$ cat src/rtl/core/ceta_pkg.sv
`default_nettype none

package ceta_pkg;

    // configuration port
    localparam int CFG_IDX_W  = 2;
    localparam int CFG_DATA_W = 14;
    localparam int CFG_FS_W   = 13;
    localparam int CFG_W_W    = 14;
    localparam int CFG_H_W    = 13;

    typedef logic [CFG_IDX_W-1:0] t_cfg_idx;

    localparam t_cfg_idx CFG_FACE_SIZE   = 2'd0;
    localparam t_cfg_idx CFG_EQUI_WIDTH  = 2'd1;
    localparam t_cfg_idx CFG_EQUI_HEIGHT = 2'd2;

    localparam logic [CFG_FS_W-1:0] RST_FACE_SIZE   = 13'd512;
    localparam logic [CFG_W_W-1:0]  RST_EQUI_WIDTH  = 14'd2048;
    localparam logic [CFG_H_W-1:0]  RST_EQUI_HEIGHT = 13'd1024;

    // payload
    localparam int FACE_W = 3;
    localparam int IDX_W  = 25;

    typedef enum logic [FACE_W-1:0] {
        FACE_POS_X = 3'd0,
        FACE_NEG_X = 3'd1,
        FACE_POS_Y = 3'd2,
        FACE_NEG_Y = 3'd3,
        FACE_POS_Z = 3'd4,
        FACE_NEG_Z = 3'd5
    } t_face;

    // texel to Q1.15 divider: DIV_STAGES registered stages of DIV_BITS bits
    localparam int DIV_STAGES = 4;
    localparam int DIV_BITS   = 4;
    localparam int Q_W        = DIV_STAGES * DIV_BITS;
    localparam int DIR_W      = 17;

    localparam logic signed [DIR_W-1:0] DIR_ONE   = 17'sd32768;
    localparam logic signed [DIR_W-1:0] Q15_MAX   = 17'sd32767;

    // CORDIC datapath
    localparam int CORDIC_W    = 28;
    localparam int ACC_W       = 32;
    localparam int GUARD_SHIFT = 8;
    localparam int TABLE_LEN   = 24;

    localparam logic [15:0] INV_GAIN = 16'd39797;

    localparam logic [ACC_W-1:0] TURN_HALF    = 32'h8000_0000;
    localparam logic [ACC_W-1:0] TURN_QUARTER = 32'h4000_0000;
    localparam logic [ACC_W-1:0] TURN_NEG_Q   = 32'hC000_0000;

    localparam logic [ACC_W-1:0] TURN_TABLE [TABLE_LEN] = '{
        32'h20000000, 32'h12E4051E, 32'h09FB385B, 32'h051111D4,
        32'h028B0D43, 32'h0145D7E1, 32'h00A2F61E, 32'h00517C55,
        32'h0028BE53, 32'h00145F2F, 32'h000A2F98, 32'h000517CC,
        32'h00028BE6, 32'h000145F3, 32'h0000A2FA, 32'h0000517D,
        32'h000028BE, 32'h0000145F, 32'h00000A30, 32'h00000518,
        32'h0000028C, 32'h00000146, 32'h000000A3, 32'h00000051
    };

endpackage

`default_nettype wire

$ cat src/rtl/core/ceta_cordic.sv
`default_nettype none

// Pipelined vectoring CORDIC, one micro-rotation per register stage.
module ceta_cordic #(
    parameter int STAGES = 16,
    parameter int SB_W   = 1
) (
    input  wire logic                                    i_clk,
    input  wire logic                                    i_rst_n,
    input  wire logic                                    i_en,
    input  wire logic                                    i_valid,
    input  wire logic signed [ceta_pkg::CORDIC_W-1:0]    i_x,
    input  wire logic signed [ceta_pkg::CORDIC_W-1:0]    i_y,
    input  wire logic        [ceta_pkg::ACC_W-1:0]       i_acc,
    input  wire logic        [SB_W-1:0]                  i_sb,
    output logic                                         o_valid,
    output logic signed      [ceta_pkg::CORDIC_W-1:0]    o_x,
    output logic             [ceta_pkg::ACC_W-1:0]       o_acc,
    output logic             [SB_W-1:0]                  o_sb
);

    localparam int CW = ceta_pkg::CORDIC_W;
    localparam int AW = ceta_pkg::ACC_W;

    logic                 r_v   [STAGES];
    logic signed [CW-1:0] r_x   [STAGES];
    logic signed [CW-1:0] r_y   [STAGES-1];
    logic        [AW-1:0] r_acc [STAGES];
    logic        [SB_W-1:0] r_sb [STAGES];

    // stage inputs: element k feeds stage k
    logic                 s_v   [STAGES];
    logic signed [CW-1:0] s_x   [STAGES];
    logic signed [CW-1:0] s_y   [STAGES];
    logic        [AW-1:0] s_acc [STAGES];
    logic        [SB_W-1:0] s_sb [STAGES];

    assign s_v[0]   = i_valid;
    assign s_x[0]   = i_x;
    assign s_y[0]   = i_y;
    assign s_acc[0] = i_acc;
    assign s_sb[0]  = i_sb;

    for (genvar k = 0; k < STAGES; k++) begin : g_stage
        logic signed [CW-1:0] n_x;
        logic signed [CW-1:0] n_y;
        logic        [AW-1:0] n_acc;

        // rotate toward the x axis by the k-th table angle
        always_comb begin
            if (!s_y[k][CW-1]) begin
                n_x   = s_x[k] + (s_y[k] >>> k);
                n_y   = s_y[k] - (s_x[k] >>> k);
                n_acc = s_acc[k] + ceta_pkg::TURN_TABLE[k];
            end else begin
                n_x   = s_x[k] - (s_y[k] >>> k);
                n_y   = s_y[k] + (s_x[k] >>> k);
                n_acc = s_acc[k] - ceta_pkg::TURN_TABLE[k];
            end
        end

        always_ff @(posedge i_clk) begin
            if (!i_rst_n) begin
                r_v[k] <= 1'b0;
            end else if (i_en) begin
                r_v[k] <= s_v[k];
            end
        end

        always_ff @(posedge i_clk) begin
            if (i_en) begin
                r_x[k]   <= n_x;
                r_acc[k] <= n_acc;
                r_sb[k]  <= s_sb[k];
            end
        end

        if (k < STAGES - 1) begin : g_fwd
            always_ff @(posedge i_clk) begin
                if (i_en) begin
                    r_y[k] <= n_y;
                end
            end
            assign s_v[k+1]   = r_v[k];
            assign s_x[k+1]   = r_x[k];
            assign s_y[k+1]   = r_y[k];
            assign s_acc[k+1] = r_acc[k];
            assign s_sb[k+1]  = r_sb[k];
        end
    end

    assign o_valid = r_v[STAGES-1];
    assign o_x     = r_x[STAGES-1];
    assign o_acc   = r_acc[STAGES-1];
    assign o_sb    = r_sb[STAGES-1];

endmodule

`default_nettype wire

$ cat config.mk
export PLATFORM = sky130hd
export DESIGN_NAME = ceta_cordic
export DESIGN_NICKNAME = d
export VERILOG_FILES = /design/src/rtl/core/ceta_pkg.sv /design/src/rtl/core/ceta_cordic.sv
export SDC_FILE = /design/constraint.sdc
export NUM_CORES = 2
export LEC_CHECK = 0
export BUFFER_PORTS_ARGS = -buffer_cell sky130_fd_sc_hd__buf_2
export CORE_MARGIN = 5
export CORE_UTILIZATION = 60
export DETAILED_ROUTE_END_ITERATION = 10
export GPL_ROUTABILITY_DRIVEN = 0
export PLACE_DENSITY = 0.88
export SLEW_MARGIN = 30
export SYNTH_ARGS = -nofsm -noshare
export SYNTH_HDL_FRONTEND = slang
export SYNTH_SLANG_ARGS = --single-unit
$ cat constraint.sdc
create_clock -name i_clk -period 7.72 [get_ports i_clk]
set_input_delay 1.93 -clock i_clk [delete_from_list [all_inputs] [get_ports i_clk]]
set_output_delay 1.93 -clock i_clk [all_outputs]
set_load 0.01 [all_outputs]
==> report_table.html <==
<table>
<tr><th>Metric</th><th>Value</th></tr>
<tr><th colspan="2">Critical path</th></tr>
<tr><td>Crit path buffers/inverters</td><td>1</td></tr>
<tr><td>Critical setup path kind</td><td>reg -&gt; reg</td></tr>
<tr><td>Path depth of the worst reg2reg path</td><td>15</td></tr>
<tr><td>CP max-delay cell</td><td>nor4_1</td></tr>
<tr><td>Reg-to-reg setup timing slack</td><td>2.59 ns</td></tr>
<tr><td>Highest net fanout along the worst path</td><td>6</td></tr>
<tr><td>Crit Reg-Reg Startpoint</td><td>r_x[0][180]</td></tr>
<tr><td>Worst Path Required</td><td>8.28 ns</td></tr>
<tr><td>Critical Path Max Stage Delay</td><td>0.69 ns</td></tr>
<tr><td>Category of cells accounting for the largest share of critical-path delay</td><td>simple AND/OR/NAND/NOR gates</td></tr>
<tr><td>Type of element capturing the critical path</td><td>flip-flop</td></tr>
<tr><td>Element type at the critical path start</td><td>flip-flop</td></tr>
<tr><td>Arr. time, crit path</td><td>5.69 ns</td></tr>
<tr><td>Critical R2R Capture</td><td>r_y[7][27]</td></tr>
<tr><td>Sequence of cells on the critical path</td><td>nor4_1 &gt; nor4b_1 &gt; nand2_1 &gt; nor4_1 &gt; nor2_1 &gt; xnor2_1 &gt; ha_1 &gt; inv_1 &gt; o22ai_1 &gt; a21o_1 &gt; or4_4 &gt; a211o_2 &gt; or3_1 &gt; a31oi_1 &gt; xnor2_1</td></tr>
<tr><th colspan="2">Yosys</th></tr>
<tr><td>Simple-gate portion of the synthesized area</td><td>13.7%</td></tr>
<tr><td>Top cells by area in the synthesized netlist</td><td>edfxtp_1, ha_1, xnor2_1, a21oi_1, xor2_1</td></tr>
<tr><td>Largest family of logic cells by synthesized area</td><td>compound AO/OA/AOI/OAI gates</td></tr>
<tr><td>Library cell with the largest summed area after synthesis</td><td>edfxtp_1</td></tr>
<tr><td>Nets in the synthesized netlist</td><td>13917</td></tr>
<tr><td>Share of synthesized cell area in full adder, half adder and majority cells</td><td>15.5%</td></tr>
<tr><td>Synthesized area</td><td>0.118 sq mm</td></tr>
<tr><td>Ys flop type</td><td>edfxtp_1</td></tr>
<tr><td>Number of synthesized flops with an enable pin</td><td>1395</td></tr>
<tr><td>Seq/Total Area, Yosys</td><td>35.4%</td></tr>
<tr><td>Xor/xnor cell area share of the yosys netlist</td><td>12.2%</td></tr>
<tr><td>Yosys warning total</td><td>0</td></tr>
<tr><td>Post-synthesis sequential element count</td><td>1396</td></tr>
<tr><td>Compound-Gate Fraction of Synth Area</td><td>19.8%</td></tr>
<tr><td>Number of standard cells after synthesis</td><td>12391</td></tr>
<tr><td>Synthesized area per cell</td><td>9.55 sq um</td></tr>
<tr><td>Share of flip-flops with an asynchronous set or reset</td><td>0%</td></tr>
<tr><td>Distinct cell type count of the synthesized netlist</td><td>98</td></tr>
<tr><td>Yosys top cell area share</td><td>35.4%</td></tr>
<tr><td>Fraction of synthesized area in multiplexers</td><td>0.555%</td></tr>
<tr><th colspan="2">Floorplanning</th></tr>
<tr><td>Width of the die</td><td>454 um</td></tr>
<tr><td>Y dimension of the die</td><td>454 um</td></tr>
<tr><td>Floorplan Core Area</td><td>0.197 sq mm</td></tr>
<tr><td>Starting Density</td><td>60.1%</td></tr>
<tr><td>Area of the die</td><td>0.206 sq mm</td></tr>
<tr><td>Site row count</td><td>163</td></tr>
<tr><td>Boundary Pins</td><td>155</td></tr>
<tr><th colspan="2">Final layout</th></tr>
<tr><td>Signed area change from the synthesized netlist to the final layout</td><td>7.50%</td></tr>
<tr><td>Fraction of layout cells with a size suffix above 1</td><td>4.75%</td></tr>
<tr><td>Number of nets in the finished design</td><td>14019</td></tr>
<tr><td>Fin util</td><td>64.6%</td></tr>
<tr><th colspan="2">Timing</th></tr>
<tr><td>Layout Skew</td><td>0.0248 ns</td></tr>
<tr><td>RSZ-0062 raised after global routing</td><td>false</td></tr>
<tr><td>Worst slew pin tran</td><td>0.961 ns</td></tr>
<tr><td>Period minus WS final</td><td>5.13 ns</td></tr>
<tr><td>Max-slew headroom at the worst pin</td><td>35.4%</td></tr>
<tr><td>Final-layout setup total negative slack</td><td>0 ns</td></tr>
<tr><td>Final period utilization</td><td>66.4%</td></tr>
<tr><td>Number of hold-slack violations in the final timing report</td><td>0</td></tr>
<tr><td>Count of final max-slew check failures</td><td>0</td></tr>
<tr><td>Total of endpoints with negative setup slack in the final report</td><td>0</td></tr>
<tr><td>Achievable Freq</td><td>195 MHz</td></tr>
<tr><th colspan="2">GRT</th></tr>
<tr><td>Pin count of the biggest net entering global routing</td><td>194</td></tr>
<tr><td>Via count of the first global-routing pass</td><td>92448</td></tr>
<tr><td>GRT Residual Overflow</td><td>0</td></tr>
<tr><td>Wire length of the first global-routing pass</td><td>458 mm</td></tr>
<tr><td>Initial antenna violation count</td><td>8</td></tr>
<tr><td>Global router's overall resource usage</td><td>26.7%</td></tr>
<tr><th colspan="2">Min path</th></tr>
<tr><td>Min-Delay Startpoint</td><td>r_sb[8]</td></tr>
<tr><td>Hold Path Sink</td><td>r_sb[9]</td></tr>
<tr><td>Hold Path Cell Cnt</td><td>0</td></tr>
<tr><td>Worst min path class</td><td>reg -&gt; reg</td></tr>
<tr><th colspan="2">Detailed routing</th></tr>
<tr><td>Count of unresolved DRC violations after routing</td><td>0</td></tr>
<tr><td>Avg WL per Cell</td><td>18.7 um</td></tr>
<tr><td>Antenna Violating Nets Remaining</td><td>0</td></tr>
<tr><td>Initial detailed-routing violation count</td><td>8943</td></tr>
<tr><td>Via count</td><td>95782</td></tr>
<tr><td>Total Routed Length</td><td>285 mm</td></tr>
<tr><td>Number of search-and-repair iterations in the first detailed-routing pass</td><td>8</td></tr>
<tr><td>Vias per Instance</td><td>6.28</td></tr>
<tr><th colspan="2">Status</th></tr>
<tr><td>Status</td><td>completed</td></tr>
<tr><th colspan="2">CTS</th></tr>
<tr><td>Hold-fix buffers at CTS</td><td>0</td></tr>
<tr><td>CTS buffer count</td><td>155</td></tr>
<tr><td>Sinks on the clock net</td><td>1396</td></tr>
<tr><td>Post-CTS setup-driven buffer insertion count</td><td>0</td></tr>
<tr><td>Clock Path Buffers</td><td>3</td></tr>
<tr><td>Clock-pin transition on the worst setup and hold timing paths</td><td>0.06 ns</td></tr>
<tr><td>CTS H-Tree Depth</td><td>4</td></tr>
<tr><td>Cell at the root of the clock tree</td><td>clkbuf_16</td></tr>
<tr><td>TritonCTS clock tree</td><td>done</td></tr>
<tr><td>Clock insertion delay at the later pin of the skew report</td><td>0.83 ns</td></tr>
<tr><td>Resize count post-CTS</td><td>0</td></tr>
<tr><th colspan="2">Flow run</th></tr>
<tr><td>Max-cap violations</td><td>0</td></tr>
<tr><th colspan="2">Place</th></tr>
<tr><td>Input/output buffers</td><td>154</td></tr>
<tr><td>HPWL after DPL</td><td>214 mm</td></tr>
</table>
flip-flops by register name (all words and copies together), names as in the netlist:
| name | flops |
|---|---|
| r_acc | 512 |
| r_v | 16 |
| r_x | 447 |
| r_sb | 16 |
| r_y | 405 |
area by class of cell:
cell class	count	area, sq um
Antenna cell	2	5.00
Clock buffer	173	3970
Clock inverter	108	1460
Fill cell	14599	69600
Inverter	548	2060
Multi-Input combinational cell	10185	73200
Sequential cell	1396	41900
Tap cell	2640	3300
Timing Repair Buffer	207	1300
cell usage in the layout, fill, tap and decap left out, drive strengths merged, types with 173 or more instances in the layout:
| master | n |
|---|---|
| edfxtp | 1395 |
| ha | 1386 |
| a21oi | 1327 |
| nor2 | 1114 |
| xnor2 | 1103 |
| o21ai | 634 |
| a21o | 609 |
| nand2 | 563 |
| inv | 552 |
| xor2 | 551 |
| nor3 | 307 |
| nor2b | 212 |
| buf | 207 |
| nand3 | 203 |
| nand2b | 193 |
| o21a | 187 |
| and3 | 179 |
| clkbuf | 173 |
per-layer routing:
layer  part of all wire, %  GRT usage (%)  wire length (um)  vias to the layer above
li1                      -              -                 -                    46091
met1                    38           30.6            108000                    44719
met2                    48           46.7            138000                     3821
met3                   6.8           4.55             19400                     1143
met4                   6.6           16.0             18900                        8
met5                 0.019              0                54                        -
Yosys cell counts (21+ instances only):
cell type,instances
edfxtp_1,1395
ha_1,1386
a21oi_1,1326
nor2_1,1114
xnor2_1,1103
a21o_1,607
o21ai_0,591
nand2_1,563
xor2_1,551
inv_1,544
nor3_1,307
nor2b_1,212
nand3_1,203
nand2b_1,193
o21a_1,187
and3_1,179
clkbuf_1,170
o21bai_1,159
a31oi_1,142
nand4_1,108
a211oi_1,99
and2_1,88
nor4_1,88
or3_1,73
buf_4,60
o31ai_1,60
o211ai_1,55
fa_1,47
o21ai_1,42
or2_2,42
a21boi_0,33
a31o_2,33
mux2i_1,33
o41ai_1,33
o31a_1,32
or4_1,32
a41oi_1,31
nor3b_1,31
a211o_1,29
mux2_2,29
buf_1,27
o2111ai_1,26
and4_1,25
a221oi_1,24
o22ai_1,21
worst max-delay path by stage:
| stage | start | to | slack (ns) | cells past startpoint |
|---|---|---|---|---|
| 3_5_place_dp | i_x[4] | r_x[0][27] | 2.44 | 13 |
| 2_1_floorplan | i_x[4] | r_x[0][27] | 3.15 | 13 |
| 3_3_place_gp | i_x[4] | r_x[0][27] | 2.48 | 13 |
| 4_1_cts | r_x[0][180] | r_y[7][27] | 2.65 | 15 |
| 6_report | r_x[0][180] | r_y[7][27] | 2.59 | 15 |
| 5_1_grt | r_y[2][6] | r_x[0][110] | 2.21 | 16 |
metrics by stage:
step                area (sq um)  setup WS (ns)  std cells  hold WS, ns
floorplan                 118000           3.15      12391        0.400
global placement          122000           2.48      14975        0.401
detailed placement        122000           2.44      14975        0.405
CTS                       127000           2.65      15256        0.416
global route              127000           2.21      15258        0.419
finish                    127000           2.59      15259        0.416
logic make-up (layout without fill, tap and decap cells):
kind of cell | count (synthesis) | count (layout)
adders and majority gates | 1433 | 1433
DFF | 1396 | 1396
xor gates and xnor gates | 1654 | 1654
AOI/OAI and AO/OA | 3716 | 3716
muxes | 62 | 62
buffers and inverters | 810 | 1036
and+or+nand+nor | 3320 | 3320
other | 0 | 2
Power is not shown: default switching activity piles up to over one toggle a cycle in this logic, so the estimate is an artifact.
